$ cat src/rtl/hep_pkg.sv
package hep_pkg;

  localparam int unsigned BYTE_W   = 8;
  localparam int unsigned ACTION_W = 2;
  localparam int unsigned HASH_W   = 32;

  localparam logic [HASH_W-1:0] FNV_BASIS = 32'd2166136261;
  localparam logic [HASH_W-1:0] FNV_PRIME = 32'd16777619;
  localparam logic [HASH_W-1:0] SEED_KEY  = 32'h0000_1337;

  // code 3 is unused and ignored
  typedef enum logic [ACTION_W-1:0] {
    ACT_SEED    = 2'd0,
    ACT_FINISH  = 2'd1,
    ACT_REQUEST = 2'd2
  } action_e;

endpackage

$ cat src/rtl/hep_pool_mem.sv
module hep_pool_mem
  import hep_pkg::*;
#(
  parameter int unsigned POOL_BYTES = 32,
  localparam int unsigned IDX_W = (POOL_BYTES > 1) ? $clog2(POOL_BYTES) : 1
) (
  input  logic              clk_i,
  input  logic              rst_ni,
  input  logic              re_i,
  input  logic [IDX_W-1:0]  raddr_i,
  input  logic              we_i,
  input  logic [IDX_W-1:0]  waddr_i,
  input  logic [BYTE_W-1:0] wdata_i,
  output logic [BYTE_W-1:0] rdata_o
);

  logic [BYTE_W-1:0]     mem_q [POOL_BYTES];
  logic [POOL_BYTES-1:0] valid_q;
  logic [BYTE_W-1:0]     rdata_q;
  logic                  rvalid_q;

  always_ff @(posedge clk_i) begin
    if (we_i) begin
      mem_q[waddr_i] <= wdata_i;
    end
    if (re_i) begin
      rdata_q <= mem_q[raddr_i];
    end
  end

  // entries never written read as zero
  always_ff @(posedge clk_i or negedge rst_ni) begin
    if (!rst_ni) begin
      valid_q  <= '0;
      rvalid_q <= 1'b0;
    end else begin
      if (we_i) begin
        valid_q[waddr_i] <= 1'b1;
      end
      if (re_i) begin
        rvalid_q <= valid_q[raddr_i];
      end
    end
  end

  assign rdata_o = rvalid_q ? rdata_q : '0;

endmodule

$ cat src/rtl/hep_ctrl.sv
module hep_ctrl
  import hep_pkg::*;
#(
  parameter int unsigned POOL_BYTES = 32,
  localparam int unsigned IDX_W = (POOL_BYTES > 1) ? $clog2(POOL_BYTES) : 1
) (
  input  logic                clk_i,
  input  logic                rst_ni,
  input  logic                in_valid_i,
  output logic                in_ready_o,
  input  logic [ACTION_W-1:0] in_action_i,
  input  logic [BYTE_W-1:0]   in_seed_i,
  output logic                out_valid_o,
  input  logic                out_ready_i,
  output logic [BYTE_W-1:0]   out_byte_o,
  output logic                mem_re_o,
  output logic [IDX_W-1:0]    mem_raddr_o,
  output logic                mem_we_o,
  output logic [IDX_W-1:0]    mem_waddr_o,
  output logic [BYTE_W-1:0]   mem_wdata_o,
  input  logic [BYTE_W-1:0]   mem_rdata_i
);

  localparam int unsigned POS_W = $clog2(POOL_BYTES + 1);
  localparam logic [IDX_W-1:0] LAST_IDX = IDX_W'(POOL_BYTES - 1);
  localparam logic [POS_W-1:0] POS_FULL = POS_W'(POOL_BYTES);

  typedef enum logic [2:0] {
    ST_IDLE,
    ST_SEED_WB,
    ST_MIX_MUL,
    ST_MIX_WB,
    ST_REQ_DATA,
    ST_REQ_HOLD
  } state_e;

  state_e              state_q;
  logic [POS_W-1:0]    read_pos_q;
  logic [IDX_W-1:0]    seed_pos_q;
  logic [HASH_W-1:0]   counter_q;
  logic [IDX_W-1:0]    k_q;
  logic [HASH_W-1:0]   h_q;
  logic [HASH_W-1:0]   prod_q;
  logic [BYTE_W-1:0]   byte_q;
  logic                mix_req_q;
  logic                out_valid_q;
  logic [BYTE_W-1:0]   out_byte_q;

  logic                accept;
  logic                pool_used;
  logic [HASH_W-1:0]   mix_in;
  logic                out_free;

  assign in_ready_o  = (state_q == ST_IDLE);
  assign accept      = in_valid_i && in_ready_o;
  assign pool_used   = (read_pos_q == POS_FULL);
  assign mix_in      = h_q ^ {{(HASH_W-BYTE_W){1'b0}}, mem_rdata_i};
  assign out_free    = !out_valid_q || out_ready_i;
  assign out_valid_o = out_valid_q;
  assign out_byte_o  = out_byte_q;

  always_comb begin
    mem_re_o    = 1'b0;
    mem_raddr_o = '0;
    mem_we_o    = 1'b0;
    mem_waddr_o = '0;
    mem_wdata_o = '0;
    unique case (state_q)
      ST_IDLE: begin
        if (accept) begin
          case (in_action_i)
            ACT_SEED: begin
              mem_re_o    = 1'b1;
              mem_raddr_o = seed_pos_q;
            end
            ACT_FINISH: begin
              mem_re_o = 1'b1;
            end
            ACT_REQUEST: begin
              mem_re_o    = 1'b1;
              mem_raddr_o = pool_used ? '0 : read_pos_q[IDX_W-1:0];
            end
            default: ;
          endcase
        end
      end
      ST_SEED_WB: begin
        mem_we_o    = 1'b1;
        mem_waddr_o = seed_pos_q;
        mem_wdata_o = mem_rdata_i ^ byte_q;
      end
      ST_MIX_WB: begin
        mem_we_o    = 1'b1;
        mem_waddr_o = k_q;
        mem_wdata_o = prod_q[BYTE_W-1:0];
        // fetch the next byte, or byte zero for the request that triggered the remix
        if (k_q != LAST_IDX) begin
          mem_re_o    = 1'b1;
          mem_raddr_o = k_q + 1'b1;
        end else if (mix_req_q) begin
          mem_re_o = 1'b1;
        end
      end
      default: ;
    endcase
  end

  always_ff @(posedge clk_i or negedge rst_ni) begin
    if (!rst_ni) begin
      state_q     <= ST_IDLE;
      read_pos_q  <= '0;
      seed_pos_q  <= '0;
      counter_q   <= '0;
      k_q         <= '0;
      h_q         <= '0;
      prod_q      <= '0;
      byte_q      <= '0;
      mix_req_q   <= 1'b0;
      out_valid_q <= 1'b0;
      out_byte_q  <= '0;
    end else begin
      if (out_valid_q && out_ready_i) begin
        out_valid_q <= 1'b0;
      end
      unique case (state_q)
        ST_IDLE: begin
          if (accept) begin
            case (in_action_i)
              ACT_SEED: begin
                byte_q  <= in_seed_i;
                state_q <= ST_SEED_WB;
              end
              ACT_FINISH: begin
                h_q       <= FNV_BASIS ^ SEED_KEY;
                k_q       <= '0;
                mix_req_q <= 1'b0;
                state_q   <= ST_MIX_MUL;
              end
              ACT_REQUEST: begin
                if (pool_used) begin
                  h_q       <= FNV_BASIS ^ counter_q;
                  k_q       <= '0;
                  mix_req_q <= 1'b1;
                  state_q   <= ST_MIX_MUL;
                end else begin
                  read_pos_q <= read_pos_q + 1'b1;
                  state_q    <= ST_REQ_DATA;
                end
              end
              default: ;
            endcase
          end
        end
        ST_SEED_WB: begin
          seed_pos_q <= (seed_pos_q == LAST_IDX) ? '0 : seed_pos_q + 1'b1;
          state_q    <= ST_IDLE;
        end
        ST_MIX_MUL: begin
          prod_q  <= mix_in * FNV_PRIME;
          state_q <= ST_MIX_WB;
        end
        ST_MIX_WB: begin
          h_q <= prod_q >> 3;
          if (k_q != LAST_IDX) begin
            k_q     <= k_q + 1'b1;
            state_q <= ST_MIX_MUL;
          end else if (mix_req_q) begin
            counter_q  <= counter_q + 1'b1;
            read_pos_q <= POS_W'(1);
            state_q    <= ST_REQ_DATA;
          end else begin
            seed_pos_q <= '0;
            read_pos_q <= '0;
            state_q    <= ST_IDLE;
          end
        end
        ST_REQ_DATA: begin
          if (out_free) begin
            out_byte_q  <= mem_rdata_i;
            out_valid_q <= 1'b1;
            state_q     <= ST_IDLE;
          end else begin
            byte_q  <= mem_rdata_i;
            state_q <= ST_REQ_HOLD;
          end
        end
        ST_REQ_HOLD: begin
          if (out_ready_i) begin
            out_byte_q  <= byte_q;
            out_valid_q <= 1'b1;
            state_q     <= ST_IDLE;
          end
        end
        default: state_q <= ST_IDLE;
      endcase
    end
  end

endmodule

$ cat src/rtl/hashed_entropy_pool_top.sv
// Hashed entropy pool.
// Input stream: tuser carries the action (seed one byte, finish seeding and
// mix, request one byte), tdata the seed byte. Output stream: one word with
// the next random byte per request; seed and finish give no word.
// A seed word reads its pool byte, then XORs the seed in and writes it back
// into the pool RAM. A request reads the RAM, then the output register loads.
// Finish seeding runs one hash pass, a RAM read / 32x32 constant multiply /
// write-back loop over every pool byte. A request that finds the pool used
// up runs the same pass with the remix counter first.
// One word is worked on at a time; s_axis_tready_o is high when the
// sequencer is idle. The output register lets the next word be taken while a
// result still waits. If the receiver stalls, a second result parks in a hold
// register and the sequencer waits there until the output frees up.
// Reset (rst_ni, asynchronous, active low) clears positions, the remix
// counter and the per-entry valid bits, so the pool reads as all zero right
// away; no clearing pass is needed.
module hashed_entropy_pool_top
  import hep_pkg::*;
#(
  parameter int unsigned POOL_BYTES = 32
) (
  input  logic                clk_i,
  input  logic                rst_ni,
  input  logic                s_axis_tvalid_i,
  output logic                s_axis_tready_o,
  input  logic [BYTE_W-1:0]   s_axis_tdata_i,   // [7:0] seed_byte
  input  logic [ACTION_W-1:0] s_axis_tuser_i,   // [1:0] action
  output logic                m_axis_tvalid_o,
  input  logic                m_axis_tready_i,
  output logic [BYTE_W-1:0]   m_axis_tdata_o    // [7:0] random_byte
);

  localparam int unsigned IDX_W = (POOL_BYTES > 1) ? $clog2(POOL_BYTES) : 1;

  logic              mem_re;
  logic [IDX_W-1:0]  mem_raddr;
  logic              mem_we;
  logic [IDX_W-1:0]  mem_waddr;
  logic [BYTE_W-1:0] mem_wdata;
  logic [BYTE_W-1:0] mem_rdata;

  // sequencer: positions, remix counter, hash pass, output register
  hep_ctrl #(
    .POOL_BYTES(POOL_BYTES)
  ) u_ctrl (
    .clk_i      (clk_i),
    .rst_ni     (rst_ni),
    .in_valid_i (s_axis_tvalid_i),
    .in_ready_o (s_axis_tready_o),
    .in_action_i(s_axis_tuser_i),
    .in_seed_i  (s_axis_tdata_i),
    .out_valid_o(m_axis_tvalid_o),
    .out_ready_i(m_axis_tready_i),
    .out_byte_o (m_axis_tdata_o),
    .mem_re_o   (mem_re),
    .mem_raddr_o(mem_raddr),
    .mem_we_o   (mem_we),
    .mem_waddr_o(mem_waddr),
    .mem_wdata_o(mem_wdata),
    .mem_rdata_i(mem_rdata)
  );

  // pool RAM, one read and one write port, registered read
  hep_pool_mem #(
    .POOL_BYTES(POOL_BYTES)
  ) u_pool (
    .clk_i  (clk_i),
    .rst_ni (rst_ni),
    .re_i   (mem_re),
    .raddr_i(mem_raddr),
    .we_i   (mem_we),
    .waddr_i(mem_waddr),
    .wdata_i(mem_wdata),
    .rdata_o(mem_rdata)
  );

endmodule
$ cat config.mk
export PLATFORM = sky130hd
export DESIGN_NAME = hashed_entropy_pool_top
export DESIGN_NICKNAME = d
export VERILOG_FILES = /design/src/rtl/hep_pkg.sv /design/src/rtl/hep_pool_mem.sv /design/src/rtl/hep_ctrl.sv /design/src/rtl/hashed_entropy_pool_top.sv
export SDC_FILE = /design/constraint.sdc
export NUM_CORES = 1
export LEC_CHECK = 0
export ABC_AREA = 1
export BUFFER_PORTS_ARGS = -buffer_cell sky130_fd_sc_hd__buf_4
export CAP_MARGIN = 10
export CELL_PAD_IN_SITES_DETAIL_PLACEMENT = 0
export CELL_PAD_IN_SITES_GLOBAL_PLACEMENT = 1
export CORE_MARGIN = 2
export CORE_UTILIZATION = 35
export CTS_BUF_LIST = sky130_fd_sc_hd__clkbuf_8
export CTS_CLUSTER_DIAMETER = 40
export DETAILED_ROUTE_END_ITERATION = 12
export GPL_ROUTABILITY_DRIVEN = 0
export PLACE_DENSITY_LB_ADDON = 0.1
export REMOVE_ABC_BUFFERS = 1
export SLEW_MARGIN = 40
export SYNTH_ARGS = -nofsm -noshare
export SYNTH_HDL_FRONTEND = slang
export SYNTH_SLANG_ARGS = --single-unit
$ cat constraint.sdc
create_clock -name clk_i -period 8.55 [get_ports clk_i]
set_input_delay 1.71 -clock clk_i [delete_from_list [all_inputs] [get_ports clk_i]]
set_output_delay 1.71 -clock clk_i [all_outputs]
set_load 0.02 [all_outputs]
## After elaboration in Yosys (flattened, before gate mapping)

Memory sizes are Yosys's and may differ from the RTL's. A register that Yosys moved wholly into a read port is not among the register bits.
Index checks and enable logic that the tools add are counted.
W data, S select, Z words.

- Word-level logic and storage cells: 134
- Register bits: 166
- Memories: 1
- Bits in writable memories: 256

Memory list:

| memory | words | width | read ports | clocked after memory_dff | wr ports | RTL line | source |
|---|---|---|---|---|---|---|---|
| u_pool.mem_q | 32 | 8 | 1 | 1 | 1 | hep_pool_mem.sv:17 | `logic [BYTE_W-1:0] mem_q [POOL_BYTES];` |

- Mux-type cells: 60
- Multiply operators: 1
- Magnitude comparators: 3
- Bitwise operators: 5
- Eq/ne operators: 24
- Add/sub/neg operators: 4
- Reductions and logical operators: 23

Operator list:

| cell | number |
|---|---|
| $pmux W32 S2 | 2 |
| $mux W32 | 2 |
| $pmux W5 S2 | 6 |
| $mux W8 | 6 |
| $pmux W8 S2 | 3 |
| $mux W5 | 9 |
| $add A32 B1 Y32 const B | 1 |
| $mul A32 B25 Y32 const B | 1 |
| $or A32 B32 Y32 | 1 |
| $xor A32 B8 Y32 | 1 |
| $mux W6 | 4 |
| $mux W3 | 6 |
| $ne A2 B2 Y1 const B | 8 |
| $pmux W3 S5 | 1 |
| $mux W1 | 14 |
| $not A14 Y14 | 1 |
| $lt A5 B6 Y1 const B | 2 |
| $pmux W6 S2 | 1 |
| $reduce_and A3 Y1 | 4 |
| $reduce_and A4 Y1 | 3 |
| $add A5 B1 Y5 const B | 2 |
| $reduce_and A5 Y1 | 2 |
| $reduce_bool A2 Y1 | 5 |
| $pmux W3 S3 | 1 |
| 25 further kinds | 34 |

## Longest topological paths before layout

Gate-level depths: netlist of run 1.

- Word-level depth: 7
- Gate-level depth with buffers: 27
- Gate-level depth less buffers: 26

## Modules after synthesis

Synthesis of run 1 repeated with hierarchy kept, for this count alone.

- Cells, all modules: 2,700
- Area total of the unflattened synthesis: 25,115.3 um^2

By module, submodules not included:

| module | instances | area an instance (um^2) | cells each |
|---|---|---|---|
| hep_ctrl | 1 | 13,011.2 | 1,653 |
| hep_pool_mem | 1 | 12,104.1 | 1,047 |

## Worst setup path before layout of run 1

No wires, ideal clock.

- Kind: flip-flop to flip-flop
- Start: register u_pool.rvalid_q
- End: register u_ctrl.prod_q[24]
- Cell stages (with the launch flop): 23
- Setup time: 0.118 ns
- Slack: 3.365 ns
- Data arrival time: 5.067 ns
- Path buffers: 1
- Cell sequence: dfrtp_1 > clkbuf_1 > nand2_1 > xor2_1 > inv_1 > ha_1 > ha_1 > fa_1 > ha_1 > fa_1 > ha_1 > inv_1 > fa_1 > inv_1 > ha_1 > a21oi_1 > o21ai_0 > a21oi_1 > nand3_1 > a21o_1 > or2_2 > nand3_1 > nand2_1

- Word-level cells in the longest chain between the ends: 3

Ends and longest elaborated chain:

| element | RTL line | source |
|---|---|---|
| from (decl) | hep_pool_mem.sv:20 | `logic rvalid_q;` |
| from (signal assigned) | hep_pool_mem.sv:41 | `rvalid_q <= valid_q[raddr_i];` |
| $mux W8 | hep_pool_mem.sv:46 | `assign rdata_o = rvalid_q ? rdata_q : '0;` |
| $xor A32 B8 Y32 | hep_ctrl.sv:57 | `assign mix_in = h_q ^ {{(HASH_W-BYTE_W){1'b0}}, mem_rdata_i};` |
| $mul A32 B25 Y32 | hep_ctrl.sv:159 | `prod_q <= mix_in * FNV_PRIME;` |
| to (signal assigned) | hep_ctrl.sv:159 |  |
| to (decl) | hep_ctrl.sv:43 | `logic [HASH_W-1:0] prod_q;` |

No other way between the ends.
A chain may end at the register's enable or synchronous reset.

## Worst setup path after layout of run 1

- Start: register u_pool.rvalid_q
- End: register u_ctrl.prod_q[26]

The elaborated chain is that of the path after synthesis.

==> results of run 1 <==
-- metal layers --
| layer | track usage [%] | up-vias | wire length [um] |
|---|---|---|---|
| li1 | - | 8625 | - |
| met2 | 34.4 | 303 | 35300 |
| met5 | 0 | - | 0 |
| met3 | 3.15 | 124 | 2430 |
| met1 | 27.0 | 8639 | 33600 |
| met4 | 6.21 | 0 | 1960 |
-- worst min path at each step --
stage,end,from
2_1_floorplan,u_pool.valid_q[11],u_pool.valid_q[11]
3_3_place_gp,u_pool.valid_q[22],u_pool.valid_q[22]
3_5_place_dp,u_pool.valid_q[17],u_pool.valid_q[17]
4_1_cts,u_pool.valid_q[17],u_pool.valid_q[17]
5_1_grt,u_pool.valid_q[19],u_pool.valid_q[19]
6_report,u_pool.valid_q[17],u_pool.valid_q[17]
-- state kept, by name (all words and copies together), names as in the netlist, 6 cells and up --
| name | flops |
|---|---|
| u_pool.mem_q | 256 |
| u_ctrl.out_byte_o | 8 |
| u_ctrl.prod_q | 32 |
| u_pool.valid_q | 32 |
| u_pool.rdata_q | 8 |
| u_ctrl.h_q | 32 |
| u_ctrl.counter_q | 32 |
| u_ctrl.byte_q | 8 |
| u_ctrl.read_pos_q | 6 |
-- final cells by class --
class,count,share of cell area (%)
multi-input combinational,1627,39.1
clock inverter,66,1.78
timing repair buffer,48,1.37
inverter,400,5.36
tap,940,4.19
sequential,430,43.1
clock buffer,103,5.06
antenna,1,0.00892
-- Yosys cell counts (7+ instances only) --
| library cell | count | area [um2] |
|---|---|---|
| a22oi_1 | 11 | 82.6 |
| buf_1 | 8 | 30.0 |
| o21bai_1 | 7 | 52.6 |
| nand4_1 | 10 | 62.6 |
| nor3_1 | 18 | 90.1 |
| fa_1 | 74 | 1480 |
| dfrtp_1 | 166 | 4150 |
| a21oi_1 | 34 | 170 |
| xnor2_1 | 31 | 272 |
| ha_1 | 196 | 2450 |
| a31oi_1 | 21 | 131 |
| inv_2 | 9 | 33.8 |
| xor2_1 | 38 | 333 |
| or2_2 | 34 | 213 |
| clkbuf_1 | 41 | 154 |
| nand2_1 | 455 | 1710 |
| o211ai_1 | 97 | 728 |
| nor2_1 | 176 | 661 |
| inv_1 | 388 | 1460 |
| o21ai_0 | 152 | 761 |
| buf_2 | 31 | 155 |
| or2_0 | 8 | 50.1 |
| o22ai_1 | 15 | 93.8 |
| edfxtp_1 | 264 | 7930 |
| nand3_1 | 189 | 946 |
-- metrics by stage --
| stage | worst slack [ns] | hold slack, ns | utilization, % |
|---|---|---|---|
| finish | 2.35 | 0.455 | 40.0 |
| global route | 1.98 | 0.470 | 40.0 |
| CTS | 2.24 | 0.459 | 40.0 |
| detailed placement | 2.26 | 0.447 | 37.3 |
| global placement | 2.10 | 0.439 | 37.2 |
| floorplan | 2.95 | 0.427 | - |
-- layout by cell type, fill, tap and decap left out, types with 30 or more instances in the layout --
cell type,synthesis,final
a21oi_1,34,33
buf_4,2,44
clkbuf_8,0,103
dfrtp_1,166,166
edfxtp_1,264,264
fa_1,74,74
ha_1,196,196
inv_1,388,416
nand2_1,455,453
nand3_1,189,189
nor2_1,176,165
o211ai_1,97,97
o21ai_0,152,148
or2_2,34,34
xnor2_1,31,30
xor2_1,38,38
-- worst min-delay path, cell delays in order, from the launching register on --
cell and delay (ns):
dfrtp_1 0.32, inv_1 0.04, o21ai_0 0.06
-- logic make-up (layout without fill, tap and decap cells) --
| group | Yosys count | count (layout) | synth area share, % |
|---|---|---|---|
| buf+inv | 484 | 617 | 7.58 |
| simple gates | 931 | 931 | 16.5 |
| fa+ha+maj | 270 | 270 | 15.9 |
| xor+xnor | 69 | 69 | 2.44 |
| flops | 430 | 430 | 48.8 |
| other cells | 0 | 1 | 0 |
| compound gates | 357 | 357 | 8.81 |
==> flow_summary.rst, run 1 <==
.. list-table::
   :header-rows: 1

   * - Metric
     - Value
   * - Total Nets Final
     - 2884
   * - Number of primary I/O pins
     - 24
   * - Critical path endpoint
     - u_ctrl.prod_q[26]
   * - Final std cell area, no fill
     - 28000 um2
   * - Final Hold Violating Endpoints
     - 0
   * - Setup slack on the worst flop-to-flop path
     - 2.35 ns
   * - Average wire per standard cell
     - 20.3 um
   * - Buffer and inverter count on the worst path
     - 2
   * - Fraction of layout cells with a size suffix above 1
     - 10.2%
   * - Resized Gates After CTS
     - 0
   * - H-tree lvl count
     - 3
   * - Result of the run
     - finished, final reports clean
   * - FFs w/ async S/R, synth
     - 38.6%
   * - Cell count along the critical path
     - 22
   * - Buffer count from post-CTS setup fixing
     - 0
   * - Register bit count reported by yosys
     - 430
   * - Total area of multi-input combinational cells
     - 11000 um2
   * - Data required time of the critical path
     - 9.14 ns
   * - Remaining antenna violation count
     - 0
   * - Worst-case headroom to the max-slew limit
     - 43.5%
   * - Number of iterations in the first detailed-routing pass
     - 5
   * - Cell Count, Final, Fillers Out
     - 3615
   * - Critical-path cell list
     - nand2_1 > xnor2_1 > ha_1 > ha_1 > fa_1 > ha_1 > fa_1 > ha_1 > inv_1 > fa_1 > inv_1 > ha_1 > nand2_1 > nor3b_1 > nand4_1 > nand3_1 > a21o_1 > nand2_1 > nand2_1 > nand2_1 > nand3_1 > nand2_1
   * - Largest net degree at the start of global routing
     - 95
   * - Fmax
     - 161 MHz
   * - Final min period
     - 6.20 ns
   * - Per-cell via count in the routed design
     - 4.89
   * - Final count of pins violating max slew
     - 0
   * - Signal arrival time at the worst endpoint
     - 6.79 ns
   * - Number of buffers between clock root and the deepest sink
     - 3
   * - Critical Path Sink Type
     - flip-flop
   * - Cell Area, Synth
     - 24800 um2
   * - Number of setup violations in the final report
     - 0
   * - Filler cell count in the final layout
     - 7074
   * - Unrepaired setup endpoints after global routing
     - false
   * - Reg-to-reg critical path endpoint
     - u_ctrl.prod_q[26]
   * - Crit path max-delay family
     - adder cells
   * - Num CTS Buffers
     - 93
   * - Number of global-route vias before repair
     - 18400
   * - Initial Utilization
     - 35.4%
   * - Global Route Usage Sum
     - 20.4%
   * - Post-synthesis sequential area ratio
     - 48.8%
   * - Reg2Reg Depth
     - 22
   * - Number of distinct library cells after synthesis
     - 56
   * - Critical Path Max Stage Delay
     - 0.67 ns
   * - Setup TNS after final layout
     - 0 ns
   * - Crit Path Category
     - flip-flop to flip-flop
   * - Post-synthesis average cell area
     - 9.75 um2
   * - Top FF cell, synth
     - edfxtp_1
   * - Sum of overflow across all layers after global routing
     - 0
   * - Area of placed instances
     - 26100 um2
   * - Worst setup path startpoint
     - u_pool.rvalid_q
   * - Area added between synthesis and finish
     - 13.2%
   * - Horizontal die dimension
     - 270 um
   * - Worst Clk Skew
     - 0.0584 ns
   * - Number of antenna violations at the first check in global routing
     - 1
   * - First-pass GRT wire length
     - 114 mm
   * - Worst Hold Class
     - flip-flop to flip-flop
   * - Cell total after placement
     - 3445
   * - Total routed wirelength
     - 73.3 mm
   * - Detailed-route via count
     - 17700
   * - Origin of the critical flop-to-flop path
     - u_pool.rvalid_q
   * - Clk_lat worst skew
     - 0.74 ns
   * - Residual DRC count
     - 0
   * - Total Die Area
     - 72900 um2
   * - Number of warnings reported in the yosys synthesis log
     - 0
   * - Transition time at the pin with the least slew margin
     - 0.842 ns
   * - Kind of launch point of the worst setup path
     - flip-flop
   * - Cell depth of the worst hold path
     - 2
   * - Cell with the most instances on the worst path
     - nand2_1
   * - Number of port buffers
     - 23
   * - Crit-path max FO
     - 9
   * - CTS Hold Buffers Added
     - 0
   * - Vertical die dimension
     - 270 um
   * - Max-cap check violation count
     - 0
   * - CTS tree
     - yes
   * - Half-perimeter wire length after placement
     - 50.7 mm
   * - Initial detailed-routing violation count
     - 1019
   * - Root Buffer
     - clkbuf_8
   * - Part of the cycle the worst path needs
     - 72.5%
   * - Syn Inst Count
     - 2541
   * - Number of enable-type register cells in the synthesized netlist
     - 264
   * - Register cell area after layout
     - 12100 um2
   * - Slowest stage cell on the critical path
     - nor3b_1
   * - Clk sinks
     - 430
   * - Number of placement rows
     - 97
   * - Clock-pin slew of the registers on the worst-case setup and hold paths
     - 0.06 ns
   * - Core outline area
     - 70000 um2
Power of run 1 is left out: the tool's default activity adds up to more than one toggle a clock period on the data nets, which glitch-free logic cannot reach.
==> run 2: changes to the inputs <==
ABC_AREA = 0   (was 1)
clock period = 6.3 ns   (was 8.55 ns; I/O delays follow)
==> flow_summary.rst, run 2 <==
.. list-table::
   :header-rows: 1

   * - Metric
     - Value
   * - Result of the run
     - finished, final reports clean (unchanged)
   * - Post-layout worst setup margin
     - 0.431 ns (was 2.35 ns)
   * - Detailed-route via count
     - 16700 (was 17700)
   * - Cell with the most instances on the worst path
     - ha_1 (was nand2_1)
   * - Register cell area after layout
     - 12100 um2 (about the same)
   * - Flip-flop count of the largest register, all copies and words added
     - 256 (unchanged)
   * - Number of primary I/O pins
     - 24 (unchanged)
   * - Cell Area, Synth
     - 24200 um2 (was 24800 um2)
   * - Worst-case headroom to the max-slew limit
     - 45.8% (was 43.5%)
   * - Clk sinks
     - 430 (unchanged)
   * - Register bit count reported by yosys
     - 430 (unchanged)
   * - Number of buffers between clock root and the deepest sink
     - 3 (unchanged)
   * - Number of port buffers
     - 23 (unchanged)
   * - Unrepaired setup endpoints after global routing
     - false (unchanged)
   * - Total area of multi-input combinational cells
     - 11100 um2 (was 11000 um2)
   * - Initial Utilization
     - 35.3% (was 35.4%)
   * - Largest net degree at the start of global routing
     - 133 (was 95)
   * - Global Route Usage Sum
     - 20.0% (was 20.4%)
   * - Critical Path Sink Type
     - flip-flop (unchanged)
   * - Setup slack on the worst flop-to-flop path
     - 0.43 ns (was 2.35 ns)
   * - Crit path max-delay family
     - adder cells (unchanged)
   * - Fmax
     - 170 MHz (was 161 MHz)
   * - Crit-path max FO
     - 9 (unchanged)
   * - Signal arrival time at the worst endpoint
     - 6.41 ns (was 6.79 ns)
   * - Most frequent standard cell in the layout excluding fill and tap cells
     - nand2_1 (unchanged)
   * - Number of distinct library cells after synthesis
     - 69 (was 56)
   * - Number of warnings reported in the yosys synthesis log
     - 0 (unchanged)
   * - FFs w/ async S/R, synth
     - 38.6% (unchanged)
   * - Sum of overflow across all layers after global routing
     - 0 (unchanged)
   * - Transition time at the pin with the least slew margin
     - 0.810 ns (was 0.842 ns)
   * - Share of the synthesized area in the top cell type
     - 32.8% (was 32.0%)
   * - Worst Clk Skew
     - 0.0379 ns (was 0.0584 ns)
   * - Number of antenna violations at the first check in global routing
     - 2 (was 1)
   * - Core outline area
     - 68500 um2 (was 70000 um2)
   * - Kind of launch point of the worst setup path
     - flip-flop (unchanged)
   * - Number of enable-type register cells in the synthesized netlist
     - 264 (unchanged)
   * - Count leader, synth
     - nand2_1 (unchanged)
   * - Average wire per standard cell
     - 21.4 um (was 20.3 um)
   * - Num CTS Buffers
     - 94 (was 93)
   * - Filler cell count in the final layout
     - 6661 (was 7074)
   * - Number of placement rows
     - 96 (was 97)
   * - Half-perimeter wire length after placement
     - 47.9 mm (was 50.7 mm)
   * - Initial detailed-routing violation count
     - 1172 (was 1019)
   * - Clock-pin slew of the registers on the worst-case setup and hold paths
     - 0.05 ns (was 0.06 ns)
   * - Top FF cell, synth
     - edfxtp_1 (unchanged)
   * - Remaining antenna violation count
     - 0 (unchanged)
   * - Clk_lat worst skew
     - 0.69 ns (was 0.74 ns)
   * - Area added between synthesis and finish
     - 14.7% (was 13.2%)
   * - Total Die Area
     - 71200 um2 (was 72900 um2)
   * - Number of iterations in the first detailed-routing pass
     - 5 (unchanged)
   * - Vertical die dimension
     - 267 um (was 270 um)
   * - Minimum setup slack after placement
     - 0.256 ns (was 2.26 ns)
   * - Horizontal die dimension
     - 267 um (was 270 um)
   * - Buffer and inverter count on the worst path
     - 2 (unchanged)
   * - Syn Inst Count
     - 2201 (was 2541)
   * - Total Nets Final
     - 2561 (was 2884)
   * - Setup TNS after final layout
     - 0 ns (unchanged)
   * - Post-synthesis sequential area ratio
     - 49.9% (was 48.8%)
   * - CTS tree
     - yes (unchanged)
   * - Fraction of layout cells with a size suffix above 1
     - 13.3% (was 10.2%)
   * - Final min period
     - 5.87 ns (was 6.20 ns)
   * - Critical Path Max Stage Delay
     - 0.54 ns (was 0.67 ns)
   * - Part of the cycle the worst path needs
     - 93.2% (was 72.5%)
   * - Total routed wirelength
     - 69.4 mm (was 73.3 mm)
   * - Top post-synthesis cells by count
     - nand2_1, edfxtp_1, inv_1, ha_1, dfrtp_1 (was nand2_1, inv_1, edfxtp_1, ha_1, nand3_1)
   * - H-tree lvl count
     - 3 (unchanged)
   * - Root Buffer
     - clkbuf_8 (unchanged)
   * - Crit Path Category
     - flip-flop to flip-flop (unchanged)
   * - Number of setup violations in the final report
     - 0 (unchanged)
   * - Final count of pins violating max slew
     - 0 (unchanged)
   * - Final Hold Violating Endpoints
     - 0 (unchanged)
   * - Slowest stage cell on the critical path
     - fa_1 (was nor3b_1)
   * - Number of global-route vias before repair
     - 17300 (was 18400)
   * - Data required time of the critical path
     - 6.84 ns (was 9.14 ns)
   * - Top library cells by usage in the layout, fill and taps aside
     - nand2_1, edfxtp_1, inv_1 (was nand2_1, inv_1, edfxtp_1)
   * - Dominant cells by area after synthesis
     - edfxtp_1, dfrtp_1, ha_1, fa_1, nand2_1 (was edfxtp_1, dfrtp_1, ha_1, nand2_1, fa_1)
   * - Post-synthesis average cell area
     - 11.0 um2 (was 9.75 um2)
   * - Per-cell via count in the routed design
     - 5.16 (was 4.89)
   * - Worst Hold Class
     - flip-flop to flip-flop (unchanged)
   * - Largest register by flop count
     - u_pool.mem_q (unchanged)
   * - Library cell with the largest summed area after synthesis
     - edfxtp_1 (unchanged)
   * - First-pass GRT wire length
     - 107 mm (was 114 mm)
   * - Critical-path cell list
     - nand2_1 > xnor2_1 > ha_1 > ha_1 > fa_1 > ha_1 > fa_1 > ha_1 > inv_1 > fa_1 > inv_1 > ha_1 > and4_1 > a221o_1 > a31o_2 > a311o_1 > a311oi_1 > xor2_1 > o21ai_1 (was nand2_1 > xnor2_1 > ha_1 > ha_1 > fa_1 > ha_1 > fa_1 > ha_1 > inv_1 > fa_1 > inv_1 > ha_1 > nand2_1 > nor3b_1 > nand4_1 > nand3_1 > a21o_1 > nand2_1 > nand2_1 > nand2_1 > nand3_1 > nand2_1)
   * - Residual DRC count
     - 0 (unchanged)
   * - Max-cap check violation count
     - 0 (unchanged)
==> run 2: stage by stage <==
stage                     cells  cell area (um2)  hold slack, ns  utilization [%]
final                      3240            27700           0.466             40.5
after detailed placement   3063            25700           0.454             37.5
after global routing       3239            27700           0.481             40.5
after global placement     3060            25500           0.447             37.3
after CTS                  3238            27700           0.468             40.5
after floorplan            2103            23800           0.430                -
==> run 2: area by class of cell <==
type / count / share of cell area, %
sequential: 430 / 43.5
multi-input combinational: 1461 / 40.0
clock buffer: 106 / 5.26
tap: 882 / 3.98
inverter: 212 / 2.87
timing repair buffer: 78 / 2.37
clock inverter: 69 / 1.98
antenna: 2 / 0.0180
==> run 2: worst paths after layout <==
check / startpoint / endpoint / depth (start not counted)
hold reg to reg: u_pool.valid_q[30] / u_pool.valid_q[30] / 1
min in group asynchronous: rst_ni / u_pool.valid_q[7] / 1
setup / recovery: u_pool.rvalid_q / u_ctrl.prod_q[22] / 19
hold / removal: u_pool.valid_q[30] / u_pool.valid_q[30] / 1
setup reg to reg: u_pool.rvalid_q / u_ctrl.prod_q[22] / 19
max in group asynchronous: rst_ni / u_ctrl.prod_q[20] / 2
==> run 2: per-layer routing <==
layer	track usage (%)	wire, um	vias to the layer above
li1	-	-	7939
met2	29.0	29300	323
met5	0	0	-
met1	30.1	35300	8383
met3	4.20	3530	86
met4	5.45	1250	0
==> run 2: worst register-to-register path, stage by stage (launching register included) <==
cell and delay (ns):
dfrtp_2 0.46, nand2_1 0.20, xnor2_1 0.28, ha_1 0.28
ha_1 0.32, fa_1 0.50, ha_1 0.22, fa_1 0.48
ha_1 0.29, inv_1 0.05, fa_1 0.54, inv_1 0.04
ha_1 0.32, and4_1 0.20, a221o_1 0.29, a31o_2 0.28
a311o_1 0.39, a311oi_1 0.33, xor2_1 0.20, o21ai_1 0.07
==> run 2: cell families (layout without fill, tap and decap cells) <==
kind of cell             count (synthesis)  after routing  share of synthesized area, %
multiplexers                            18             18                         0.869
buffers and inverters                  310            465                          5.05
adder cells (fa/ha/maj)                270            270                          16.3
other                                    0              2                             0
AND/OR/NAND/NOR                        646            646                          12.6
AO/OA/AOI/OAI                          435            435                          11.9
flip-flops                             430            430                          49.9
XOR/XNOR                                92             92                          3.33
==> run 2: timing repair <==
item	CTS	global route
setup endpoints to repair	0	6
gates resized for setup	0	5
endpoints found under the hold margin	0	0
hold buffers	0	0
buffers inserted	0	0
Power of run 2 is left out for the same reason.
